--- config.mk ---
export PLATFORM = sky130hd
export DESIGN_NAME = foc_ctrl
export DESIGN_NICKNAME = d
export VERILOG_FILES = /design/src/sv/foc_pkg.sv /design/src/sv/foc_ctrl.sv
export SDC_FILE = /design/constraint.sdc
export NUM_CORES = 1
export LEC_CHECK = 0
export ABC_AREA = 1
export BUFFER_PORTS_ARGS = -buffer_cell sky130_fd_sc_hd__clkbuf_2
export CAP_MARGIN = 25
export CORE_AREA = 2 2 282 284
export CTS_CLUSTER_DIAMETER = 120
export DETAILED_ROUTE_END_ITERATION = 10
export DIE_AREA = 0 0 284 286
export HOLD_SLACK_MARGIN = 0.05
export PLACE_DENSITY_LB_ADDON = 0.2
export SLEW_MARGIN = 5
export SYNTH_ARGS = -nofsm -noshare
export SYNTH_HDL_FRONTEND = slang
export SYNTH_SLANG_ARGS = --single-unit
--- constraint.sdc ---
create_clock -name i_clk -period 11.92 [get_ports i_clk]
set_input_delay 0.596 -clock i_clk [delete_from_list [all_inputs] [get_ports i_clk]]
set_output_delay 0.596 -clock i_clk [all_outputs]
set_load 0.02 [all_outputs]
--- src/sv/foc_pkg.sv ---
// Shared types and constants for the flow owner cache.
package foc_pkg;

    localparam int ENTRIES_DEFAULT = 128;

    localparam logic [15:0] TCP_LIFETIME_RESET = 16'd1500;
    localparam logic [15:0] UDP_LIFETIME_RESET = 16'd5000;

    localparam logic [63:0] IPV4_ADDR_MASK = 64'hFFFF_FFFF_0000_0000;

    localparam logic [1:0] CMD_LOOKUP = 2'd0;
    localparam logic [1:0] CMD_STORE  = 2'd1;
    localparam logic [1:0] CMD_CLEAR  = 2'd2;

    localparam logic REG_TCP_LIFETIME = 1'b0;
    localparam logic REG_UDP_LIFETIME = 1'b1;

    typedef struct packed {
        logic [31:0] stamp;
        logic        is_ipv6;
        logic        is_udp;
        logic [63:0] addr_high;
        logic [63:0] addr_low;
        logic [15:0] port;
        logic [31:0] owner;
    } t_entry;

    typedef struct packed {
        logic        done;
        logic        found;
        logic [31:0] owner;
    } t_result;

endpackage

--- src/sv/foc_ctrl.sv ---
// Scan sequencer: walks the entry memory for lookup and store, sweeps it for clear and after reset.
module foc_ctrl #(
    parameter int ENTRIES = foc_pkg::ENTRIES_DEFAULT,
    localparam int AW = $clog2(ENTRIES)
) (
    input  logic             i_clk,
    input  logic             i_rst_n,
    input  logic             i_start,
    output logic             o_busy,
    input  logic [1:0]       i_command,
    input  logic             i_is_ipv6,
    input  logic             i_is_udp,
    input  logic [63:0]      i_addr_high,
    input  logic [63:0]      i_addr_low,
    input  logic [15:0]      i_port,
    input  logic [31:0]      i_owner_id,
    input  logic [31:0]      i_now_ms,
    input  logic [15:0]      i_tcp_lifetime,
    input  logic [15:0]      i_udp_lifetime,
    output logic             o_ram_we,
    output logic [AW-1:0]    o_ram_waddr,
    output foc_pkg::t_entry  o_ram_wdata,
    output logic             o_ram_re,
    output logic [AW-1:0]    o_ram_raddr,
    input  foc_pkg::t_entry  i_ram_rdata,
    output foc_pkg::t_result o_result
);

    typedef enum logic [2:0] {
        S_IDLE  = 3'b001,
        S_SCAN  = 3'b010,
        S_CLEAR = 3'b100
    } t_state;

    localparam logic [AW-1:0] LAST_IDX = AW'(ENTRIES - 1);

    t_state           r_state, n_state;
    logic [1:0]       r_cmd, n_cmd;
    foc_pkg::t_entry  r_key, n_key;
    logic [15:0]      r_ttl, n_ttl;
    logic [AW-1:0]    r_raddr, n_raddr;
    logic             r_rvalid, n_rvalid;
    logic [AW-1:0]    r_ridx, n_ridx;
    logic [AW-1:0]    r_ptr, n_ptr;
    logic             r_clr_cmd, n_clr_cmd;
    foc_pkg::t_result r_result, n_result;

    logic [31:0]   age;
    logic          key_hit;
    logic          age_ok;
    logic          hit;
    logic          scan_last;
    logic [AW-1:0] raddr_inc;
    logic [AW-1:0] ptr_inc;

    assign key_hit = (i_ram_rdata.owner != 32'd0)
                  && (i_ram_rdata.is_ipv6 == r_key.is_ipv6)
                  && (i_ram_rdata.is_udp == r_key.is_udp)
                  && (i_ram_rdata.port == r_key.port)
                  && (i_ram_rdata.addr_high == r_key.addr_high)
                  && (i_ram_rdata.addr_low == r_key.addr_low);
    assign age       = r_key.stamp - i_ram_rdata.stamp;
    assign age_ok    = (age <= {16'd0, r_ttl});
    // store refreshes a matching entry whatever its age
    assign hit       = r_rvalid && key_hit && ((r_cmd != foc_pkg::CMD_LOOKUP) || age_ok);
    assign scan_last = r_rvalid && (r_ridx == LAST_IDX);
    assign raddr_inc = (r_raddr == LAST_IDX) ? '0 : r_raddr + AW'(1);
    assign ptr_inc   = (r_ptr == LAST_IDX) ? '0 : r_ptr + AW'(1);

    always_comb begin
        n_state     = r_state;
        n_cmd       = r_cmd;
        n_key       = r_key;
        n_ttl       = r_ttl;
        n_raddr     = r_raddr;
        n_ptr       = r_ptr;
        n_clr_cmd   = r_clr_cmd;
        n_result    = '0;
        n_rvalid    = (r_state == S_SCAN);
        n_ridx      = r_raddr;
        o_ram_we    = 1'b0;
        o_ram_waddr = r_ptr;
        o_ram_wdata = r_key;
        case (r_state)
            S_IDLE: begin
                if (i_start) begin
                    n_cmd           = i_command;
                    n_key.stamp     = i_now_ms;
                    n_key.is_ipv6   = i_is_ipv6;
                    n_key.is_udp    = i_is_udp;
                    n_key.addr_high = i_is_ipv6 ? i_addr_high
                                                : (i_addr_high & foc_pkg::IPV4_ADDR_MASK);
                    n_key.addr_low  = i_is_ipv6 ? i_addr_low : 64'd0;
                    n_key.port      = i_port;
                    n_key.owner     = i_owner_id;
                    n_ttl           = i_is_udp ? i_udp_lifetime : i_tcp_lifetime;
                    n_raddr         = '0;
                    case (i_command)
                        foc_pkg::CMD_LOOKUP: begin
                            n_state = S_SCAN;
                        end
                        foc_pkg::CMD_STORE: begin
                            if (i_owner_id != 32'd0) begin
                                n_state = S_SCAN;
                            end else begin
                                n_result.done = 1'b1;
                            end
                        end
                        foc_pkg::CMD_CLEAR: begin
                            n_state   = S_CLEAR;
                            n_ptr     = '0;
                            n_clr_cmd = 1'b1;
                        end
                        default: begin
                            n_result.done = 1'b1;
                        end
                    endcase
                end
            end
            S_SCAN: begin
                n_raddr = raddr_inc;
                if (hit) begin
                    n_state        = S_IDLE;
                    n_result.done  = 1'b1;
                    n_result.found = 1'b1;
                    if (r_cmd == foc_pkg::CMD_LOOKUP) begin
                        n_result.owner = i_ram_rdata.owner;
                    end else begin
                        o_ram_we    = 1'b1;
                        o_ram_waddr = r_ridx;
                    end
                end else if (scan_last) begin
                    n_state       = S_IDLE;
                    n_result.done = 1'b1;
                    if (r_cmd == foc_pkg::CMD_STORE) begin
                        // no match: take the round-robin slot
                        o_ram_we    = 1'b1;
                        o_ram_waddr = r_ptr;
                        n_ptr       = ptr_inc;
                    end
                end
            end
            S_CLEAR: begin
                o_ram_we    = 1'b1;
                o_ram_waddr = r_raddr;
                o_ram_wdata = '0;
                n_raddr     = raddr_inc;
                if (r_raddr == LAST_IDX) begin
                    n_state       = S_IDLE;
                    n_result.done = r_clr_cmd;
                    n_clr_cmd     = 1'b0;
                end
            end
            default: begin
                n_state = S_IDLE;
            end
        endcase
    end

    always_ff @(posedge i_clk) begin
        if (!i_rst_n) begin
            r_state   <= S_CLEAR;
            r_raddr   <= '0;
            r_rvalid  <= 1'b0;
            r_ptr     <= '0;
            r_clr_cmd <= 1'b0;
            r_result  <= '0;
        end else begin
            r_state   <= n_state;
            r_raddr   <= n_raddr;
            r_rvalid  <= n_rvalid;
            r_ptr     <= n_ptr;
            r_clr_cmd <= n_clr_cmd;
            r_result  <= n_result;
        end
    end

    always_ff @(posedge i_clk) begin
        r_cmd  <= n_cmd;
        r_key  <= n_key;
        r_ttl  <= n_ttl;
        r_ridx <= n_ridx;
    end

    assign o_busy      = (r_state != S_IDLE);
    assign o_ram_re    = (r_state == S_SCAN);
    assign o_ram_raddr = r_raddr;
    assign o_result    = r_result;

    a_scan_write_is_store: assert property (@(posedge i_clk) disable iff (!i_rst_n)
        (o_ram_we && r_state == S_SCAN) |-> (r_cmd == foc_pkg::CMD_STORE))
        else $error("entry written during a lookup scan");

    a_owner_needs_found: assert property (@(posedge i_clk) disable iff (!i_rst_n)
        (r_result.done && r_result.owner != 32'd0) |-> r_result.found)
        else $error("owner reported without a hit");

    a_scan_end_beat: assert property (@(posedge i_clk) disable iff (!i_rst_n)
        (r_state == S_SCAN && n_state == S_IDLE) |=> r_result.done)
        else $error("scan ended without a result beat");

    a_ptr_range: assert property (@(posedge i_clk) disable iff (!i_rst_n)
        r_ptr <= LAST_IDX)
        else $error("replacement pointer out of range");

endmodule

==> reports/summary.txt <==
========================================================================================
Part of the power in the clock network ....................................        45.8%
WL met3 ...................................................................      5901 um
F_max .....................................................................    192.8 MHz
Minimum clock period after layout .........................................     5.186 ns
Die area ..................................................................    81220 um2
Area growth syn-to-layout .................................................       33.13%
Power Total ...............................................................     2.521 mW
Wl on met1 ................................................................     33800 um
RSZ-0062 raised after global routing ......................................        false
Fraction of synthesis flops using an asynchronous set or reset pin ........           0%
Worst Max-Slew Pin Slew ...................................................    0.9715 ns
Int Pwr ...................................................................     1.850 mW
Hold Path Stages ..........................................................            1
Count of clock tree sinks .................................................          288
Max cap viols .............................................................            0
Most common cell after layout, fill and taps aside ........................ sky130_fd_sc_hd__clkbuf_2
CTS max path bufs .........................................................            3
Yosys synthesis warning count .............................................            0
Post-route cell area ......................................................    24310 um2
Worst setup EP type .......................................................  output port
Fraction of layout instances using a drive strength above 1 ...............       26.62%
Count of filler cells inserted in the layout ..............................         8786
Worst hold slack after final layout .......................................    0.1843 ns
Sw Pwr ....................................................................    0.6704 mW
Category of the most critical setup path ..................................      reg2out
Net Count, Synth ..........................................................         3063
Most frequently used flop master after synthesis .......................... sky130_fd_sc_hd__edfxtp_1
EDFF count, synth .........................................................          228
Placement Setup Slack .....................................................     6.962 ns
Detailed-route wire length ................................................     86370 um
Number of antenna violations at the first check in global routing .........           14
Fin Setup TNS .............................................................         0 ns
Minimum setup slack in the final design ...................................     6.734 ns
Post-synthesis average cell area ..........................................    7.143 um2
Via count of the first global-routing pass ................................        18260
Static leakage ............................................................     13.56 nW
Power per cell area ....................................................... 103.7 nW/um2
Clock tree from TritonCTS .................................................        built
Cells after DPL ...........................................................         4287
Routability congestion estimate ...........................................       0.8925
Post-Place Cell Area ......................................................    23060 um2
Number of optimization iterations in the first detailed-route pass ........            5
# port buffers ............................................................          717
Detailed route wirelength on metal2 .......................................     43370 um
Worst Skew ................................................................   0.02621 ns
Library cell used as clock root buffer .................................... sky130_fd_sc_hd__clkbuf_16
Area taken by flip-flops and latches ......................................     8048 um2
Sequential cell area fraction in the yosys report .........................       44.08%
CP Data Arrival Time ......................................................      4.59 ns
Part of the total power dissipated in sequential elements .................        43.1%
Required arrival time at the worst endpoint ...............................     11.32 ns
CP startpoint kind ........................................................         flop
Number of distinct standard cells referenced by the synthesized netlist ...           43
Worst reg2reg path depth ..................................................           22
Reg-to-reg critical path endpoint ......................................... o_result[23]
Horizontal extent of the die ..............................................       284 um
All-Layer GR Usage ........................................................       20.66%
Half-perimeter wire length after detailed placement .......................     73340 um
Final global-route overflow total .........................................            0
Outcome ................................................................... finished clean
Area of the core region ...................................................    78360 um2
Post-synth design cell area ...............................................    18260 um2
Gate Count Post-Synth .....................................................         2556
Hold endpoint .............................................................   r_key[196]
Max-slew violation total from the final report ............................            0
Synthesized flop and latch total ..........................................          288
Count of endpoints failing hold in the final timing report ................            0
H-tree depth ..............................................................            2
Row cnt ...................................................................          103
Final setup violation count ...............................................            0
Remaining DRCs ............................................................            0
Minimum setup slack among reg-to-reg paths ................................      7.72 ns
Maximum vdd drop ..........................................................    0.1111 mV
Portion of the clock cycle consumed by the worst path in the final layout .       43.51%
CTS hold repair buffers ...................................................            0
Area occupied by multi-input gates ........................................     7737 um2
End-of-flow core utilization ..............................................       31.02%
Avg WL per Cell ...........................................................     19.80 um
First-pass GRT wire length ................................................    121300 um
Commonest cells after routing, fill and taps aside ........................ sky130_fd_sc_hd__clkbuf_2 (716), sky130_fd_sc_hd__nand2_1 (706), sky130_fd_sc_hd__inv_1 (606), sky130_fd_sc_hd__nor2_1 (403), sky130_fd_sc_hd__edfxtp_1 (228)
Part of the power in combinational logic ..................................        11.1%
Final instance count without filler cells .................................         4361
Number of ports placed on the die boundary ................................          718
Die boundary height .......................................................       286 um
Largest fanout on the critical path .......................................           16
Remaining max-slew budget at the tightest pin .............................       35.23%
Maximum number of pins on one net before global-route repair ..............          150
Top routing layer in use ..................................................         met5
Later-pin clock latency in the skew report ................................      0.58 ns
Launch instance of the worst min-delay path ............................... i_now_ms[18]
Number of gates resized after cts .........................................            0
Number of setup buffers added after CTS ...................................            0
Switching fraction of total power .........................................       26.60%
Post-route ant nets .......................................................            0
Min-delay worst type ......................................................       in2reg
Detailed-route vias per instance ..........................................        4.147
1st-iter DRT viols ........................................................          821
Clock-pin slew on the worst setup and hold paths ..........................      0.06 ns
Final net count ...........................................................         3786
RR Startpoint .............................................................   r_key[178]
Initial Util ..............................................................       23.30%
Via count .................................................................        18080
TritonCTS buffer count ....................................................           40
========================================================================================
-- layout make-up --
class                           instances  share of cell area, %
Antenna cell                            5                0.05148
Clock buffer                           54                  4.499
Clock inverter                         15                 0.5765
Inverter                              610                  9.420
Multi-Input combinational cell       1613                  31.83
Sequential cell                       288                  33.11
Tap cell                             1050                  5.405
Timing Repair Buffer                  726                  15.10
-- power groups by stage --
stage | clock (mW) | combinational [mW] | sequential, mW
2_1_floorplan | 0 | 0.132 | 1.11
4_1_cts | 1.19 | 0.285 | 1.09
3_5_place_dp | 0 | 0.283 | 1.11
5_1_grt | 1.23 | 0.315 | 1.09
3_3_place_gp | 0 | 0.281 | 1.11
6_report | 1.15 | 0.279 | 1.09
-- worst max-delay path by stage --
stage,to,cells after the start,start
after floorplan,o_ram_raddr[5],8,r_state[2]
after global placement,o_ram_we,25,i_ram_rdata[178]
after detailed placement,o_ram_we,25,i_ram_rdata[178]
after CTS,o_ram_we,25,r_key[178]
after global routing,o_ram_we,25,r_key[178]
final,o_ram_we,25,r_key[178]
-- state kept, by name, summed over array words and instances (netlist names) --
name,count
o_ram_raddr,7
o_result,34
r_clr_cmd,1
r_cmd,2
r_key,210
r_ptr,7
r_ridx,7
r_rvalid,1
r_state,3
r_ttl,16
-- synth_stat cells (4+ instances only) --
library cell,instances,area (um2)
sky130_fd_sc_hd__nand2_1,706,2650
sky130_fd_sc_hd__inv_1,606,2275
sky130_fd_sc_hd__nor2_1,404,1516
sky130_fd_sc_hd__edfxtp_1,228,6847
sky130_fd_sc_hd__dfxtp_1,60,1201
sky130_fd_sc_hd__nand3_1,60,300.3
sky130_fd_sc_hd__a21oi_1,52,260.3
sky130_fd_sc_hd__xor2_1,52,455.4
sky130_fd_sc_hd__nand4_1,50,312.8
sky130_fd_sc_hd__ha_1,49,613.1
sky130_fd_sc_hd__or2_2,43,269.0
sky130_fd_sc_hd__nor3_1,41,205.2
sky130_fd_sc_hd__o21ai_0,38,190.2
sky130_fd_sc_hd__clkbuf_1,37,138.9
sky130_fd_sc_hd__nor2_2,20,125.1
sky130_fd_sc_hd__nor4_1,18,112.6
sky130_fd_sc_hd__mux2_2,16,180.2
sky130_fd_sc_hd__xnor2_1,15,131.4
sky130_fd_sc_hd__nand3b_1,8,60.06
sky130_fd_sc_hd__and2_1,6,37.54
sky130_fd_sc_hd__o211ai_1,6,45.04
sky130_fd_sc_hd__nand2_2,5,31.28
sky130_fd_sc_hd__buf_6,4,45.04
sky130_fd_sc_hd__inv_2,4,15.01
-- layer usage --
| metal | up-vias | global-route usage [%] |
|---|---|---|
| met5 | - | 0 |
| met4 | 12 | 8.079 |
| met3 | 127 | 5.447 |
| met2 | 595 | 37.49 |
| met1 | 8143 | 22.96 |
| li1 | 9207 | - |
-- cells by family after synthesis --
group,synth area share [%]
flip-flops,44.08
multiplexers,0.9868
AND/OR/NAND/NOR,31.43
AO/OA/AOI/OAI,3.187
adder cells (fa/ha/maj),3.468
buffers and inverters,13.64
XOR/XNOR,3.214
-- critical path, stage by stage, from the launching register on --
cell and delay (ns):
sky130_fd_sc_hd__edfxtp_1 0.32, sky130_fd_sc_hd__inv_1 0.05, sky130_fd_sc_hd__ha_1 0.23, sky130_fd_sc_hd__fa_1 0.41, sky130_fd_sc_hd__inv_1 0.11, sky130_fd_sc_hd__nand2_1 0.07
sky130_fd_sc_hd__a21oi_1 0.28, sky130_fd_sc_hd__nand2_1 0.10, sky130_fd_sc_hd__nand3_1 0.11, sky130_fd_sc_hd__xor2_1 0.10, sky130_fd_sc_hd__ha_1 0.28, sky130_fd_sc_hd__nand2_1 0.06
sky130_fd_sc_hd__nor4_1 0.35, sky130_fd_sc_hd__nand3_1 0.12, sky130_fd_sc_hd__nand2_1 0.10, sky130_fd_sc_hd__nand2_1 0.11, sky130_fd_sc_hd__nor2_1 0.12, sky130_fd_sc_hd__nand3_1 0.08
sky130_fd_sc_hd__nor2_1 0.11, sky130_fd_sc_hd__nand2_1 0.09, sky130_fd_sc_hd__nand2_1 0.08, sky130_fd_sc_hd__nand3_2 0.27, sky130_fd_sc_hd__nand2_1 0.14, sky130_fd_sc_hd__nand2_1 0.06
sky130_fd_sc_hd__nand2_1 0.08, sky130_fd_sc_hd__clkbuf_2 0.18
No activity file was read; power rests on OpenSTA's default activity.
